===== src/hw/rtl/pascal_subset_lexer_top_macros.svh =====
// ----------------------------------------------------------------------------
// Assertion macros used by the lexer token queue.
// ----------------------------------------------------------------------------
`ifndef PASCAL_SUBSET_LEXER_TOP_MACROS_SVH
`define PASCAL_SUBSET_LEXER_TOP_MACROS_SVH

`ifndef ASSERT_OFF
// Same-cycle implication, disabled while reset is asserted.
`define ASSERT_IMP(lbl, clk, rst_n, pre, post) \
	lbl: assert property (@(posedge clk) disable iff (!(rst_n)) (pre) |-> (post)) \
		else $error("assertion failed");
// Next-cycle implication, disabled while reset is asserted.
`define ASSERT_NXT(lbl, clk, rst_n, pre, post) \
	lbl: assert property (@(posedge clk) disable iff (!(rst_n)) (pre) |=> (post)) \
		else $error("assertion failed");
`else
`define ASSERT_IMP(lbl, clk, rst_n, pre, post)
`define ASSERT_NXT(lbl, clk, rst_n, pre, post)
`endif

`endif


===== src/hw/rtl/psl_pkg.sv =====
`timescale 1ns / 1ps
// ----------------------------------------------------------------------------
// psl_pkg
// Types, codes and keyword tables shared by the lexer modules.
// ----------------------------------------------------------------------------
package psl_pkg;

	localparam int KEYWORD_COUNT = 9;
	localparam int KW_MAX_LEN    = 8;

	localparam int BYTE_W = 8;
	localparam int KIND_W = 5;
	localparam int ERR_W  = 2;
	localparam int LINE_W = 32;
	localparam int OFF_W  = 32;
	localparam int LEN_W  = 16;
	localparam int MODE_W = 3;
	localparam int CLS_W  = 4;
	localparam int CFG_W  = 8;

	localparam logic [CFG_W-1:0]  MAX_NAME_RST = 8'd32;
	localparam logic [LINE_W-1:0] LINE_MAX     = '1;
	localparam logic [OFF_W-1:0]  OFF_MAX      = '1;
	localparam logic [LEN_W-1:0]  LEN_MAX      = '1;

	// Token kinds
	localparam logic [KIND_W-1:0] KIND_END     = 5'd0;
	localparam logic [KIND_W-1:0] KIND_NEWLINE = 5'd1;
	localparam logic [KIND_W-1:0] KIND_LE      = 5'd2;
	localparam logic [KIND_W-1:0] KIND_GE      = 5'd3;
	localparam logic [KIND_W-1:0] KIND_ASSIGN  = 5'd4;
	localparam logic [KIND_W-1:0] KIND_NE      = 5'd5;
	localparam logic [KIND_W-1:0] KIND_LT      = 5'd6;
	localparam logic [KIND_W-1:0] KIND_GT      = 5'd7;
	localparam logic [KIND_W-1:0] KIND_EQ      = 5'd8;
	localparam logic [KIND_W-1:0] KIND_SEMI    = 5'd9;
	localparam logic [KIND_W-1:0] KIND_LPAREN  = 5'd10;
	localparam logic [KIND_W-1:0] KIND_RPAREN  = 5'd11;
	localparam logic [KIND_W-1:0] KIND_MINUS   = 5'd12;
	localparam logic [KIND_W-1:0] KIND_STAR    = 5'd13;
	localparam logic [KIND_W-1:0] KIND_INT     = 5'd14;
	localparam logic [KIND_W-1:0] KIND_IDENT   = 5'd15;
	localparam logic [KIND_W-1:0] KIND_KW0     = 5'd16;
	localparam logic [KIND_W-1:0] KIND_ERROR   = 5'd25;

	// Error codes
	localparam logic [ERR_W-1:0] ERR_NONE     = 2'd0;
	localparam logic [ERR_W-1:0] ERR_BAD_INT  = 2'd1;
	localparam logic [ERR_W-1:0] ERR_LONG     = 2'd2;
	localparam logic [ERR_W-1:0] ERR_UNKNOWN  = 2'd3;

	// Lexer modes
	localparam logic [MODE_W-1:0] MODE_IDLE  = 3'd0;
	localparam logic [MODE_W-1:0] MODE_LT    = 3'd1;
	localparam logic [MODE_W-1:0] MODE_GT    = 3'd2;
	localparam logic [MODE_W-1:0] MODE_COLON = 3'd3;
	localparam logic [MODE_W-1:0] MODE_ZERO  = 3'd4;
	localparam logic [MODE_W-1:0] MODE_INT   = 3'd5;
	localparam logic [MODE_W-1:0] MODE_NAME  = 3'd6;

	// Byte classes
	localparam logic [CLS_W-1:0] CLS_END    = 4'd0;
	localparam logic [CLS_W-1:0] CLS_NL     = 4'd1;
	localparam logic [CLS_W-1:0] CLS_WS     = 4'd2;
	localparam logic [CLS_W-1:0] CLS_LT     = 4'd3;
	localparam logic [CLS_W-1:0] CLS_GT     = 4'd4;
	localparam logic [CLS_W-1:0] CLS_COLON  = 4'd5;
	localparam logic [CLS_W-1:0] CLS_EQ     = 4'd6;
	localparam logic [CLS_W-1:0] CLS_SEMI   = 4'd7;
	localparam logic [CLS_W-1:0] CLS_LPAREN = 4'd8;
	localparam logic [CLS_W-1:0] CLS_RPAREN = 4'd9;
	localparam logic [CLS_W-1:0] CLS_MINUS  = 4'd10;
	localparam logic [CLS_W-1:0] CLS_STAR   = 4'd11;
	localparam logic [CLS_W-1:0] CLS_ZERO   = 4'd12;
	localparam logic [CLS_W-1:0] CLS_DIGIT  = 4'd13;
	localparam logic [CLS_W-1:0] CLS_ALPHA  = 4'd14;
	localparam logic [CLS_W-1:0] CLS_OTHER  = 4'd15;

	// Queue sizes
	localparam int FQ_DEPTH = 2;
	localparam int FQ_PTR_W = $clog2(FQ_DEPTH);
	localparam int FQ_CNT_W = $clog2(FQ_DEPTH + 1);
	localparam int TQ_DEPTH = 4;
	localparam int TQ_PTR_W = $clog2(TQ_DEPTH);
	localparam int TQ_CNT_W = $clog2(TQ_DEPTH + 1);

	// Keyword text, first character in the top byte, zero padded.
	localparam logic [8*KW_MAX_LEN-1:0] KW_TEXT [KEYWORD_COUNT] = '{
		{"integer", 8'h00},
		{"begin", 24'h0},
		{"end", 40'h0},
		{"if", 48'h0},
		{"then", 32'h0},
		{"else", 32'h0},
		"function",
		{"read", 32'h0},
		{"write", 24'h0}
	};
	localparam logic [3:0] KW_LEN [KEYWORD_COUNT] = '{
		4'd7, 4'd5, 4'd3, 4'd2, 4'd4, 4'd4, 4'd8, 4'd4, 4'd5
	};

	typedef struct packed {
		logic [CLS_W-1:0]  cls;
		logic [BYTE_W-1:0] data;
	} byte_item_t;

	typedef struct packed {
		logic [KIND_W-1:0] kind;
		logic [ERR_W-1:0]  err;
		logic [LINE_W-1:0] line;
		logic [OFF_W-1:0]  offset;
		logic [LEN_W-1:0]  length;
		logic              last;
	} token_t;

	// Keywords whose character at position pos equals b.
	function automatic logic [KEYWORD_COUNT-1:0] kw_match(logic [LEN_W-1:0] pos,
			logic [BYTE_W-1:0] b);
		logic [KEYWORD_COUNT-1:0] m;
		m = '0;
		for (int k = 0; k < KEYWORD_COUNT; k++) begin
			if (pos < LEN_W'(KW_LEN[k]) &&
					KW_TEXT[k][(8*KW_MAX_LEN - 1 - 8*int'(pos[2:0])) -: 8] == b) begin
				m[k] = 1'b1;
			end
		end
		return m;
	endfunction

endpackage


===== src/hw/rtl/psl_front.sv =====
`timescale 1ns / 1ps
// ----------------------------------------------------------------------------
// psl_front
// Accepts source bytes, classifies them and holds them in a short queue.
// ----------------------------------------------------------------------------
module psl_front (
	input  logic                                clk,
	input  logic                                arst_n,
	input  logic                                push,
	input  logic [psl_pkg::BYTE_W-1:0]          source_byte,
	output logic                                full,
	output logic                                item_valid,
	output psl_pkg::byte_item_t                 item,
	input  logic                                item_take
);

	psl_pkg::byte_item_t                 mem_q [psl_pkg::FQ_DEPTH];
	logic [psl_pkg::FQ_PTR_W-1:0]        wr_ptr_q;
	logic [psl_pkg::FQ_PTR_W-1:0]        rd_ptr_q;
	logic [psl_pkg::FQ_CNT_W-1:0]        cnt_q;
	logic                                wr_en;
	logic                                rd_en;

	function automatic logic [psl_pkg::CLS_W-1:0] classify(logic [psl_pkg::BYTE_W-1:0] b);
		logic [psl_pkg::CLS_W-1:0] c;
		unique case (b) inside
			8'h00:                               c = psl_pkg::CLS_END;
			8'h0A:                               c = psl_pkg::CLS_NL;
			8'h20, 8'h09, 8'h0D, 8'h0B, 8'h0C:   c = psl_pkg::CLS_WS;
			8'h3C:                               c = psl_pkg::CLS_LT;
			8'h3E:                               c = psl_pkg::CLS_GT;
			8'h3A:                               c = psl_pkg::CLS_COLON;
			8'h3D:                               c = psl_pkg::CLS_EQ;
			8'h3B:                               c = psl_pkg::CLS_SEMI;
			8'h28:                               c = psl_pkg::CLS_LPAREN;
			8'h29:                               c = psl_pkg::CLS_RPAREN;
			8'h2D:                               c = psl_pkg::CLS_MINUS;
			8'h2A:                               c = psl_pkg::CLS_STAR;
			8'h30:                               c = psl_pkg::CLS_ZERO;
			[8'h31:8'h39]:                       c = psl_pkg::CLS_DIGIT;
			[8'h41:8'h5A], [8'h61:8'h7A], 8'h5F: c = psl_pkg::CLS_ALPHA;
			default:                             c = psl_pkg::CLS_OTHER;
		endcase
		return c;
	endfunction

	assign full       = (cnt_q == psl_pkg::FQ_CNT_W'(psl_pkg::FQ_DEPTH));
	assign item_valid = (cnt_q != '0);
	assign wr_en      = push && !full;
	assign rd_en      = item_take && item_valid;
	assign item       = mem_q[rd_ptr_q];

	always_ff @(posedge clk or negedge arst_n) begin
		if (!arst_n) begin
			wr_ptr_q <= '0;
			rd_ptr_q <= '0;
			cnt_q    <= '0;
		end else begin
			if (wr_en) begin
				wr_ptr_q <= wr_ptr_q + psl_pkg::FQ_PTR_W'(1);
			end
			if (rd_en) begin
				rd_ptr_q <= rd_ptr_q + psl_pkg::FQ_PTR_W'(1);
			end
			cnt_q <= cnt_q + psl_pkg::FQ_CNT_W'(wr_en) - psl_pkg::FQ_CNT_W'(rd_en);
		end
	end

	always_ff @(posedge clk) begin
		if (wr_en) begin
			mem_q[wr_ptr_q] <= '{cls: classify(source_byte), data: source_byte};
		end
	end

endmodule


===== src/hw/rtl/psl_back.sv =====
`timescale 1ns / 1ps
// ----------------------------------------------------------------------------
// psl_back
// Token state machine: consumes classified bytes and writes up to two tokens
// per byte into the token queue.
// ----------------------------------------------------------------------------
module psl_back (
	input  logic                                clk,
	input  logic                                arst_n,
	input  logic                                cfg_we,
	input  logic [psl_pkg::CFG_W-1:0]           cfg_wdata,
	input  logic                                item_valid,
	input  psl_pkg::byte_item_t                 item,
	output logic                                item_take,
	input  logic                                tq_room,
	output logic [1:0]                          wr_n,
	output psl_pkg::token_t                     wr_tok0,
	output psl_pkg::token_t                     wr_tok1
);

	logic [psl_pkg::CFG_W-1:0]          maxlen_q;
	logic [psl_pkg::MODE_W-1:0]         mode_q, mode_d;
	logic [psl_pkg::LINE_W-1:0]         line_q, line_d;
	logic [psl_pkg::OFF_W-1:0]          off_q, off_d;
	logic [psl_pkg::OFF_W-1:0]          start_q, start_d;
	logic [psl_pkg::LEN_W-1:0]          plen_q, plen_d;
	logic [psl_pkg::KEYWORD_COUNT-1:0]  cand_q, cand_d;

	psl_pkg::token_t                    t0, t1;
	logic                               v0, v1;
	logic                               consumed;
	logic                               is_dig, is_name;
	logic [psl_pkg::LEN_W-1:0]          plen_inc;
	logic [psl_pkg::CLS_W-1:0]          cls;

	function automatic logic [psl_pkg::KIND_W-1:0] name_kind(
			logic [psl_pkg::KEYWORD_COUNT-1:0] cand, logic [psl_pkg::LEN_W-1:0] len);
		logic [psl_pkg::KIND_W-1:0] kind;
		kind = psl_pkg::KIND_IDENT;
		for (int k = 0; k < psl_pkg::KEYWORD_COUNT; k++) begin
			if (cand[k] && len == psl_pkg::LEN_W'(psl_pkg::KW_LEN[k])) begin
				kind = psl_pkg::KIND_KW0 + psl_pkg::KIND_W'(k);
			end
		end
		return kind;
	endfunction

	assign item_take = item_valid && tq_room;
	assign cls       = item.cls;
	assign is_dig    = (cls == psl_pkg::CLS_ZERO) || (cls == psl_pkg::CLS_DIGIT);
	assign is_name   = is_dig || (cls == psl_pkg::CLS_ALPHA);
	assign plen_inc  = (plen_q == psl_pkg::LEN_MAX) ? plen_q : plen_q + psl_pkg::LEN_W'(1);

	always_comb begin
		mode_d   = mode_q;
		line_d   = line_q;
		off_d    = (off_q == psl_pkg::OFF_MAX) ? off_q : off_q + psl_pkg::OFF_W'(1);
		start_d  = start_q;
		plen_d   = plen_q;
		cand_d   = cand_q;
		consumed = 1'b0;
		v0       = 1'b0;
		v1       = 1'b0;
		t0       = '{kind: psl_pkg::KIND_END, err: psl_pkg::ERR_NONE, line: line_q,
			offset: start_q, length: psl_pkg::LEN_W'(1), last: 1'b0};
		t1       = '{kind: psl_pkg::KIND_END, err: psl_pkg::ERR_NONE, line: line_q,
			offset: off_q, length: psl_pkg::LEN_W'(1), last: 1'b1};

		// First the held token is either extended by this byte or closed.
		if (mode_q != psl_pkg::MODE_IDLE) begin
			mode_d = psl_pkg::MODE_IDLE;
		end
		unique case (mode_q)
			psl_pkg::MODE_IDLE: begin
			end
			psl_pkg::MODE_LT: begin
				v0 = 1'b1;
				if (cls == psl_pkg::CLS_EQ) begin
					t0.kind = psl_pkg::KIND_LE;
					t0.length = psl_pkg::LEN_W'(2);
					consumed = 1'b1;
				end else if (cls == psl_pkg::CLS_GT) begin
					t0.kind = psl_pkg::KIND_NE;
					t0.length = psl_pkg::LEN_W'(2);
					consumed = 1'b1;
				end else begin
					t0.kind = psl_pkg::KIND_LT;
				end
			end
			psl_pkg::MODE_GT: begin
				v0 = 1'b1;
				if (cls == psl_pkg::CLS_EQ) begin
					t0.kind = psl_pkg::KIND_GE;
					t0.length = psl_pkg::LEN_W'(2);
					consumed = 1'b1;
				end else begin
					t0.kind = psl_pkg::KIND_GT;
				end
			end
			psl_pkg::MODE_COLON: begin
				v0 = 1'b1;
				if (cls == psl_pkg::CLS_EQ) begin
					t0.kind = psl_pkg::KIND_ASSIGN;
					t0.length = psl_pkg::LEN_W'(2);
					consumed = 1'b1;
				end else begin
					t0.kind = psl_pkg::KIND_ERROR;
					t0.err  = psl_pkg::ERR_UNKNOWN;
				end
			end
			psl_pkg::MODE_ZERO: begin
				v0 = 1'b1;
				if (is_name) begin
					t0.kind = psl_pkg::KIND_ERROR;
					t0.err  = psl_pkg::ERR_BAD_INT;
				end else begin
					t0.kind = psl_pkg::KIND_INT;
				end
			end
			psl_pkg::MODE_INT: begin
				if (is_dig) begin
					plen_d   = plen_inc;
					mode_d   = psl_pkg::MODE_INT;
					consumed = 1'b1;
				end else begin
					v0 = 1'b1;
					t0.kind = psl_pkg::KIND_INT;
					t0.length = plen_q;
				end
			end
			psl_pkg::MODE_NAME: begin
				if (is_name) begin
					cand_d   = cand_q & psl_pkg::kw_match(plen_q, item.data);
					plen_d   = plen_inc;
					mode_d   = psl_pkg::MODE_NAME;
					consumed = 1'b1;
				end else begin
					v0 = 1'b1;
					t0.length = plen_q;
					if (plen_q > psl_pkg::LEN_W'(maxlen_q)) begin
						t0.kind = psl_pkg::KIND_ERROR;
						t0.err  = psl_pkg::ERR_LONG;
					end else begin
						t0.kind = name_kind(cand_q, plen_q);
					end
				end
			end
			default: begin
			end
		endcase

		// A byte that did not extend the held token is lexed from idle.
		if (!consumed) begin
			unique case (cls) inside
				psl_pkg::CLS_END: begin
					v1        = 1'b1;
					t1.kind   = psl_pkg::KIND_END;
					t1.length = '0;
					line_d    = psl_pkg::LINE_W'(1);
					off_d     = '0;
					start_d   = '0;
					plen_d    = '0;
					cand_d    = '1;
					mode_d    = psl_pkg::MODE_IDLE;
				end
				psl_pkg::CLS_NL: begin
					v1      = 1'b1;
					t1.kind = psl_pkg::KIND_NEWLINE;
					line_d  = (line_q == psl_pkg::LINE_MAX) ? line_q
						: line_q + psl_pkg::LINE_W'(1);
				end
				psl_pkg::CLS_WS: begin
				end
				psl_pkg::CLS_LT, psl_pkg::CLS_GT, psl_pkg::CLS_COLON,
				psl_pkg::CLS_ZERO, psl_pkg::CLS_DIGIT, psl_pkg::CLS_ALPHA: begin
					start_d = off_q;
					plen_d  = psl_pkg::LEN_W'(1);
					unique case (cls)
						psl_pkg::CLS_LT:    mode_d = psl_pkg::MODE_LT;
						psl_pkg::CLS_GT:    mode_d = psl_pkg::MODE_GT;
						psl_pkg::CLS_COLON: mode_d = psl_pkg::MODE_COLON;
						psl_pkg::CLS_ZERO:  mode_d = psl_pkg::MODE_ZERO;
						psl_pkg::CLS_DIGIT: mode_d = psl_pkg::MODE_INT;
						default: begin
							mode_d = psl_pkg::MODE_NAME;
							cand_d = psl_pkg::kw_match('0, item.data);
						end
					endcase
				end
				psl_pkg::CLS_EQ: begin
					v1 = 1'b1;
					t1.kind = psl_pkg::KIND_EQ;
				end
				psl_pkg::CLS_SEMI: begin
					v1 = 1'b1;
					t1.kind = psl_pkg::KIND_SEMI;
				end
				psl_pkg::CLS_LPAREN: begin
					v1 = 1'b1;
					t1.kind = psl_pkg::KIND_LPAREN;
				end
				psl_pkg::CLS_RPAREN: begin
					v1 = 1'b1;
					t1.kind = psl_pkg::KIND_RPAREN;
				end
				psl_pkg::CLS_MINUS: begin
					v1 = 1'b1;
					t1.kind = psl_pkg::KIND_MINUS;
				end
				psl_pkg::CLS_STAR: begin
					v1 = 1'b1;
					t1.kind = psl_pkg::KIND_STAR;
				end
				default: begin
					v1      = 1'b1;
					t1.kind = psl_pkg::KIND_ERROR;
					t1.err  = psl_pkg::ERR_UNKNOWN;
				end
			endcase
		end

		t0.last = !v1;
	end

	assign wr_n    = item_take ? (2'(v0) + 2'(v1)) : 2'd0;
	assign wr_tok0 = v0 ? t0 : t1;
	assign wr_tok1 = t1;

	always_ff @(posedge clk or negedge arst_n) begin
		if (!arst_n) begin
			maxlen_q <= psl_pkg::MAX_NAME_RST;
			mode_q   <= psl_pkg::MODE_IDLE;
			line_q   <= psl_pkg::LINE_W'(1);
			off_q    <= '0;
			start_q  <= '0;
			plen_q   <= '0;
			cand_q   <= '1;
		end else begin
			if (cfg_we) begin
				maxlen_q <= cfg_wdata;
			end
			if (item_take) begin
				mode_q  <= mode_d;
				line_q  <= line_d;
				off_q   <= off_d;
				start_q <= start_d;
				plen_q  <= plen_d;
				cand_q  <= cand_d;
			end
		end
	end

endmodule


===== src/hw/rtl/psl_tokq.sv =====
`timescale 1ns / 1ps
// ----------------------------------------------------------------------------
// psl_tokq
// Token queue: takes up to two tokens per cycle, hands out one per beat while not empty.
// ----------------------------------------------------------------------------
`include "pascal_subset_lexer_top_macros.svh"

module psl_tokq (
	input  logic                                clk,
	input  logic                                arst_n,
	input  logic [1:0]                          wr_n,
	input  psl_pkg::token_t                     wr_tok0,
	input  psl_pkg::token_t                     wr_tok1,
	output logic                                room,
	output logic                                empty,
	input  logic                                pop,
	output psl_pkg::token_t                     head
);

	psl_pkg::token_t                     mem_q [psl_pkg::TQ_DEPTH];
	logic [psl_pkg::TQ_PTR_W-1:0]        wr_ptr_q;
	logic [psl_pkg::TQ_PTR_W-1:0]        rd_ptr_q;
	logic [psl_pkg::TQ_CNT_W-1:0]        cnt_q;
	logic                                pop_ok;

	// Room means two free entries, so a byte that yields two tokens never stalls mid-way.
	assign room   = (cnt_q <= psl_pkg::TQ_CNT_W'(psl_pkg::TQ_DEPTH - 2));
	assign empty  = (cnt_q == '0);
	assign pop_ok = pop && !empty;
	assign head   = mem_q[rd_ptr_q];

	always_ff @(posedge clk or negedge arst_n) begin
		if (!arst_n) begin
			wr_ptr_q <= '0;
			rd_ptr_q <= '0;
			cnt_q    <= '0;
		end else begin
			wr_ptr_q <= wr_ptr_q + psl_pkg::TQ_PTR_W'(wr_n);
			if (pop_ok) begin
				rd_ptr_q <= rd_ptr_q + psl_pkg::TQ_PTR_W'(1);
			end
			cnt_q <= cnt_q + psl_pkg::TQ_CNT_W'(wr_n) - psl_pkg::TQ_CNT_W'(pop_ok);
		end
	end

	always_ff @(posedge clk) begin
		if (wr_n != 2'd0) begin
			mem_q[wr_ptr_q] <= wr_tok0;
		end
		if (wr_n == 2'd2) begin
			mem_q[wr_ptr_q + psl_pkg::TQ_PTR_W'(1)] <= wr_tok1;
		end
	end

	`ASSERT_IMP(a_cnt_bound, clk, arst_n, 1'b1, cnt_q <= psl_pkg::TQ_CNT_W'(psl_pkg::TQ_DEPTH))
	`ASSERT_IMP(a_write_has_room, clk, arst_n, wr_n != 2'd0, room)
	`ASSERT_NXT(a_drain_last, clk, arst_n, pop_ok && wr_n == 2'd0 && cnt_q == psl_pkg::TQ_CNT_W'(1), empty)
	`ASSERT_NXT(a_fill_from_empty, clk, arst_n, empty && wr_n != 2'd0, !empty)

endmodule


===== src/hw/rtl/pascal_subset_lexer_top.sv =====
`timescale 1ns / 1ps
// ----------------------------------------------------------------------------
// pascal_subset_lexer_top
// Streaming lexer for a small Pascal subset, one source byte per beat.
// ----------------------------------------------------------------------------
// Usage:
//   Source bytes enter on source_byte with push/full; a zero byte ends the
//   source, flushes any held token and emits an end mark.
//   Tokens leave as a queue: while empty is low the oldest token is on the
//   token_* ports, error_code and last_of_run; pop takes it.
//   cfg_we/cfg_wdata set the longest accepted name (reset value 32); write it
//   only while no bytes are in flight.
//   A token enters the token queue at the edge at which the state machine
//   takes the byte completing it; that byte first waits in the byte queue,
//   where it stays while the token queue has no room.
//   Throughput: one byte per cycle while the token queue has room, set by
//   the token state machine; a byte that yields two tokens needs two pops.
//   When pop stays low the four-entry token queue fills, the state machine
//   stops taking bytes, and full rises once the two-entry byte queue fills.
//   Reset empties both queues, sets the line to 1, the offset to 0 and the
//   name limit to 32.
// ----------------------------------------------------------------------------
module pascal_subset_lexer_top (
	input  logic                                clk,
	input  logic                                arst_n,
	input  logic                                push,
	input  logic [psl_pkg::BYTE_W-1:0]          source_byte,
	output logic                                full,
	input  logic                                cfg_we,
	input  logic [psl_pkg::CFG_W-1:0]           cfg_wdata,
	output logic                                empty,
	input  logic                                pop,
	output logic [psl_pkg::KIND_W-1:0]          token_kind,
	output logic [psl_pkg::ERR_W-1:0]           error_code,
	output logic [psl_pkg::LINE_W-1:0]          token_line,
	output logic [psl_pkg::OFF_W-1:0]           token_offset,
	output logic [psl_pkg::LEN_W-1:0]           token_length,
	output logic                                last_of_run
);

	logic                  item_valid;
	psl_pkg::byte_item_t   item;
	logic                  item_take;
	logic                  tq_room;
	logic [1:0]            wr_n;
	psl_pkg::token_t       wr_tok0;
	psl_pkg::token_t       wr_tok1;
	psl_pkg::token_t       head;

	psl_front u_front (
		.clk         (clk),
		.arst_n      (arst_n),
		.push        (push),
		.source_byte (source_byte),
		.full        (full),
		.item_valid  (item_valid),
		.item        (item),
		.item_take   (item_take)
	);

	psl_back u_back (
		.clk        (clk),
		.arst_n     (arst_n),
		.cfg_we     (cfg_we),
		.cfg_wdata  (cfg_wdata),
		.item_valid (item_valid),
		.item       (item),
		.item_take  (item_take),
		.tq_room    (tq_room),
		.wr_n       (wr_n),
		.wr_tok0    (wr_tok0),
		.wr_tok1    (wr_tok1)
	);

	psl_tokq u_tokq (
		.clk     (clk),
		.arst_n  (arst_n),
		.wr_n    (wr_n),
		.wr_tok0 (wr_tok0),
		.wr_tok1 (wr_tok1),
		.room    (tq_room),
		.empty   (empty),
		.pop     (pop),
		.head    (head)
	);

	assign token_kind   = head.kind;
	assign error_code   = head.err;
	assign token_line   = head.line;
	assign token_offset = head.offset;
	assign token_length = head.length;
	assign last_of_run  = head.last;

endmodule

===== config.mk =====
export PLATFORM = sky130hd
export DESIGN_NAME = pascal_subset_lexer_top
export DESIGN_NICKNAME = d
export VERILOG_FILES = /design/src/hw/rtl/psl_pkg.sv /design/src/hw/rtl/psl_front.sv /design/src/hw/rtl/psl_back.sv /design/src/hw/rtl/psl_tokq.sv /design/src/hw/rtl/pascal_subset_lexer_top.sv
export VERILOG_INCLUDE_DIRS = /design/src /design/src/hw/rtl
export SDC_FILE = /design/constraint.sdc
export NUM_CORES = 1
export LEC_CHECK = 0
export BUFFER_PORTS_ARGS = -buffer_cell sky130_fd_sc_hd__buf_4
export CORE_ASPECT_RATIO = 1.5
export CORE_MARGIN = 2
export CORE_UTILIZATION = 58
export CTS_BUF_LIST = sky130_fd_sc_hd__clkbuf_4 sky130_fd_sc_hd__clkbuf_8 sky130_fd_sc_hd__clkbuf_16
export DETAILED_ROUTE_END_ITERATION = 8
export PLACE_DENSITY = 0.74
export SYNTH_ARGS = -nofsm -noshare
export SYNTH_HDL_FRONTEND = slang
export SYNTH_HIERARCHICAL = 1
export SYNTH_SLANG_ARGS = --single-unit
export TNS_END_PERCENT = 5

===== constraint.sdc =====
create_clock -name clk -period 26.1 [get_ports clk]
set_input_delay 1.305 -clock clk [delete_from_list [all_inputs] [get_ports clk]]
set_output_delay 1.305 -clock clk [all_outputs]
set_load 0.05 [all_outputs]

; ---- Word level (Yosys, flattened, before mapping)
; Memories as Yosys holds them, arrays and structs flattened.
; Cells that the tools add are included.
; W data, S select, Z words.
[totals]
ff_bits = 143
ram_bits = 376
inputBits = 21
out_inout_bits = 90
mem_count = 2
[memory_table]
columns = name, words, width, read_ports, rd_ports_with_merged_regs, write_ports, line_no
row1 = u_tokq.mem_q, 4, 88, 1, 0, 2, psl_tokq.sv:20  ; psl_pkg::token_t mem_q [psl_pkg::TQ_DEPTH];
row2 = u_front.mem_q, 2, 12, 1, 0, 1, psl_front.sv:17  ; psl_pkg::byte_item_t mem_q [psl_pkg::FQ_DEPTH];
[classes]
n_addsub = 14
order_cmp = 14
eq_ne = 65
n_shift = 9
mux = 112
n_bitwise = 2
reduce_logical = 49
[ops]
columns = operator, n
row1 = $shiftx A71 B32 Y8 const A, 9
row2 = $mux W32, 4
row3 = $pmux W32 S2, 2
row4 = $mux W16, 7
row5 = $eq A8 B6 Y1 const B, 11
row6 = $mux W88, 1
row7 = $eq A8 B8 Y1, 9
row8 = $mux W5, 13
row9 = $add A32 B1 Y32 const B, 2
row10 = $eq A32 B32 Y1 const B, 2
row11 = $pmux W16 S2, 2
row12 = $pmux W16 S4, 1
row13 = $pmux W4 S15, 1
row14 = $eq A7 B8 Y1 const A, 7
row15 = $mux W1, 51
row16 = $eq A16 B3 Y1 const B, 3
row17 = $lt A16 B3 Y1 const B, 3
row18 = $eq A8 B4 Y1 const B, 5
row19 = $pmux W5 S8, 1
row20 = $mux W9, 4
row21 = $eq A16 B2 Y1 const B, 2
row22 = $lt A16 B2 Y1 const B, 2
row23 = $pmux W5 S6, 1
row24 = $eq A4 B4 Y1 const B, 7
row25 = 58 further kinds, 115

; ---- Logic depth before layout (Yosys ltp)
[depth]
ltp_word = 15
depth_mapped = 17
depth_no_buf = 14

; ---- Hierarchy
; Netlist, hierarchy kept.
[modules_own_cells]
columns = module, n_inst, cells_per_inst, area_each_um2, seq_area_each_um2
row1 = psl_tokq, 1, 892, 17275.3, 10745.3
row2 = psl_back, 1, 1252, 9540.4, 3316.9
row3 = psl_front, 1, 118, 1506.4, 820.8

; ---- Worst setup path before layout
; OpenSTA, ideal clock, no wires.
[synth_path]
path_kind = register -> register
startpoint = register u_front.rd_ptr_q
endpoint = memory u_tokq/mem_q[0][0] (netlist name), enable pin
setup_time_ps = 656
arrival_ps = 9727
t_required_ps = 25444
path_slack_ps = 15717
path_stages_with_launch = 13
n_path_buf = 3
cell_sequence = dfrtp_1 buf_1 mux2_2 clkbuf_1 a21oi_1 o21ai_0 a31oi_2 clkinv_1 clkbuf_1 ha_1 and3_1 o21bai_1 o21ai_0
[synth_lines]
columns = element, line_no
row1 = "start, declared", psl_front.sv:19  ; logic [psl_pkg::FQ_PTR_W-1:0] rd_ptr_q;
row2 = "start signal, assigned", psl_front.sv:63  ; rd_ptr_q <= rd_ptr_q + psl_pkg::FQ_PTR_W'(1);
row3 = "end, declared", psl_tokq.sv:20

==> reports/qor.csv <==
metric;value;unit
status;finished clean;
power_frac_seq;0.346;
clk_path_buf_depth;3;
grt_max_degree;75;
worstSetupStartpointType;register;
ys_warn_count;6;
drv_cap;0;
critical_path_peak_fanout;48;
clk_latency;0.58;ns
dpl_cell_area;29300;µm²
internal_power;2.11;mW
power_leakage;11.7;nW
dieHeight;275;µm
io_buffers;110;
synth_edf_count;376;
place_congestion;0.918;
synth_cell_type_count;96;
vias;18503;
arrival;7.25;ns
die-area;50700;µm²
core_area;48400;µm²
drt_first_pass_iters;5;
ys_seq_area_frac;0.525;
cts_root_buf;clkbuf_16;
finalSetupTns;0;ns
setup_viol;0;
clock-sinks;519;
dpl.cell_count;2881;
final_cells;2971;
path_class;register to register;
fmax;0.144;GHz
synth-seq-cells;519;
cts_hold_buf;0;
nets;2324;
drive_gt1_frac;0.307;
n_antenna_cell;0;
hold_class;register to register;
tightest_slew;1.20;ns
cts_tree;done;
swShare;0.418;
cts_buffers;49;
syn_to_final_growth;9.13;%
slew_violations;0;
wl;66800;µm
htreeDepth;2;
cts_setup_buffers;0;
r2r_slack;19.16;ns
finalClockSkew;0.0248;ns
wl_per_cell;22.5;µm
hp-start;u_back/start_q[15]$_DFFE_PN0P_;
clk_pin_slew_worst_paths;0.06;ns
cts_resized;0;
drc;0;
syn_inst;2262;
grt.total_usage;0.268;
power_density;117;nW/µm²
required;26.41;ns
grt_pass1_wl;105000;µm
syn_area;28300;µm²
period_share;0.266;
reg2reg_from;u_front/rd_ptr_q$_DFFE_PN0P_;
antenna_found_initial;0;
rsz0062_at_grt;false;
final_common_cell;edfxtp_1;
switchingPower;1.52;mW
hpwl;42000;µm
grt_pass1_vias;18961;
fp-row-count;99;
ios;111;
antenna_left;0;
clkPwrFrac;0.200;
vias_per_cell;6.23;
power_frac_comb;0.455;
whs;0.480;ns
synth-main-ff-cell;edfxtp_1;
ir_drop;0.0000958;V
final-hold-violation-count;0;
crit_path_end_kind;register;
p_total;3.63;mW
layout_common_cells;edfxtp_1, mux2_2, nand2_1;
finalInstanceArea;30900;µm²
async_flop_share;0.276;
slew_headroom;0.203;
period_needed;6.94;ns
drtIter0Drc;1342;
die_w;184;µm
synth_area_per_cell;12.5;µm²
startpoint;u_front/rd_ptr_q$_DFFE_PN0P_;
start_util;0.585;
grt.overflow.total;0;
[layout make-up]
cell class                 instances  area (µm²)
multi-input combinational       1525       12400
clock buffer                      63        1350
sequential                       519       14900
timing repair buffer             137        1030
inverter                          44         168
clock inverter                    27         269
tap                              656         821
fill                            3614       17500
[metal layers]
layer,up-vias,routed length (µm),GRT usage
li1,8500,-,-
met5,-,0,0
met3,151,3000,0.0304
met2,597,35900,0.492
met1,9255,25200,0.314
met4,0,2790,0.117
[cell families after synthesis]
group                    Yosys count  share of synthesized area
other                              2                   0.000265
flip-flops                       519                      0.525
buffers and inverters            232                     0.0429
multiplexers                     460                      0.218
AND/OR/NAND/NOR                  661                      0.116
XOR/XNOR                          68                     0.0210
AO/OA/AOI/OAI                    293                     0.0645
adder cells (fa/ha/maj)           27                     0.0122
[power by group through the flow]
stage               Combinational [mW]  Clock [mW]  Sequential, mW
floorplan                         1.21           0            1.24
global placement                  1.64           0            1.26
detailed placement                1.66           0            1.27
CTS                               1.67       0.739            1.26
global route                      1.74       0.770            1.28
finish                            1.65       0.725            1.25
[critical path: stages (launching register included)]
cell and delay, ns:
dfrtp_1 0.67, mux2_2 0.42, nand2_1 0.16, a21oi_1 0.57
o21ai_0 0.25, a31oi_4 0.97, clkinv_1 0.28, ha_1 0.36
and3_1 0.31, nor4bb_4 0.99, buf_4 0.54, buf_4 0.70
mux2_2 0.41
[cells in the mapped netlist (10+ instances only)]
library cell	count	area, µm²
a21oi_1	63	315
a31oi_1	13	81.3
and2_1	24	150
and3_1	14	87.6
buf_2	50	250
buf_4	57	428
clkbuf_1	64	240
dfrtp_1	132	3300
dfstp_2	11	289
edfxtp_1	376	11300
ha_1	26	325
inv_1	40	150
mux2_1	20	225
mux2_2	345	3880
mux4_2	88	1980
nand2_1	258	968
nand3_1	59	295
nand4_1	32	200
nor2_1	105	394
nor2b_1	10	62.6
nor3_1	35	175
nor3b_1	10	75.1
nor4_1	24	150
o211ai_1	14	105
o21ai_0	112	561
o31ai_1	14	105
or3_1	18	113
xnor2_1	43	377
xor2_1	25	219
[flip-flops by register name, indices dropped and copies added (netlist names)]
signal,count
u_tokq/wr_ptr_q,2
u_front/cnt_q,2
u_back/cand_q,9
u_tokq/rd_ptr_q,2
u_back/maxlen_q,8
u_tokq/cnt_q,3
u_front/wr_ptr_q,1
u_back/line_q,32
u_tokq/mem_q,352
u_back/off_q,32
u_front/mem_q,24
u_back/start_q,32
u_front/rd_ptr_q,1
u_back/plen_q,16
u_back/mode_q,3
[final timing paths]
kind	endpoint	depth (start not counted)
min	u_back/start_q[15]$_DFFE_PN0P_	2
max reg2reg	u_tokq/mem_q[3][77]$_DFFE_PP_	12
max	u_tokq/mem_q[3][77]$_DFFE_PP_	12
max in group asynchronous	u_tokq/rd_ptr_q[1]$_DFFE_PN0P_	2
min in group asynchronous	u_front/wr_ptr_q$_DFFE_PN0P_	1
min reg2reg	u_back/start_q[15]$_DFFE_PN0P_	2
[stage by stage]
stage               setup WS (ns)  utilization
floorplan                   15.72            -
global placement            19.29        0.605
detailed placement          19.18        0.605
CTS                         19.15        0.638
global route                18.79        0.638
finish                      19.16        0.638
No activity file was read; power rests on OpenSTA's default activity.
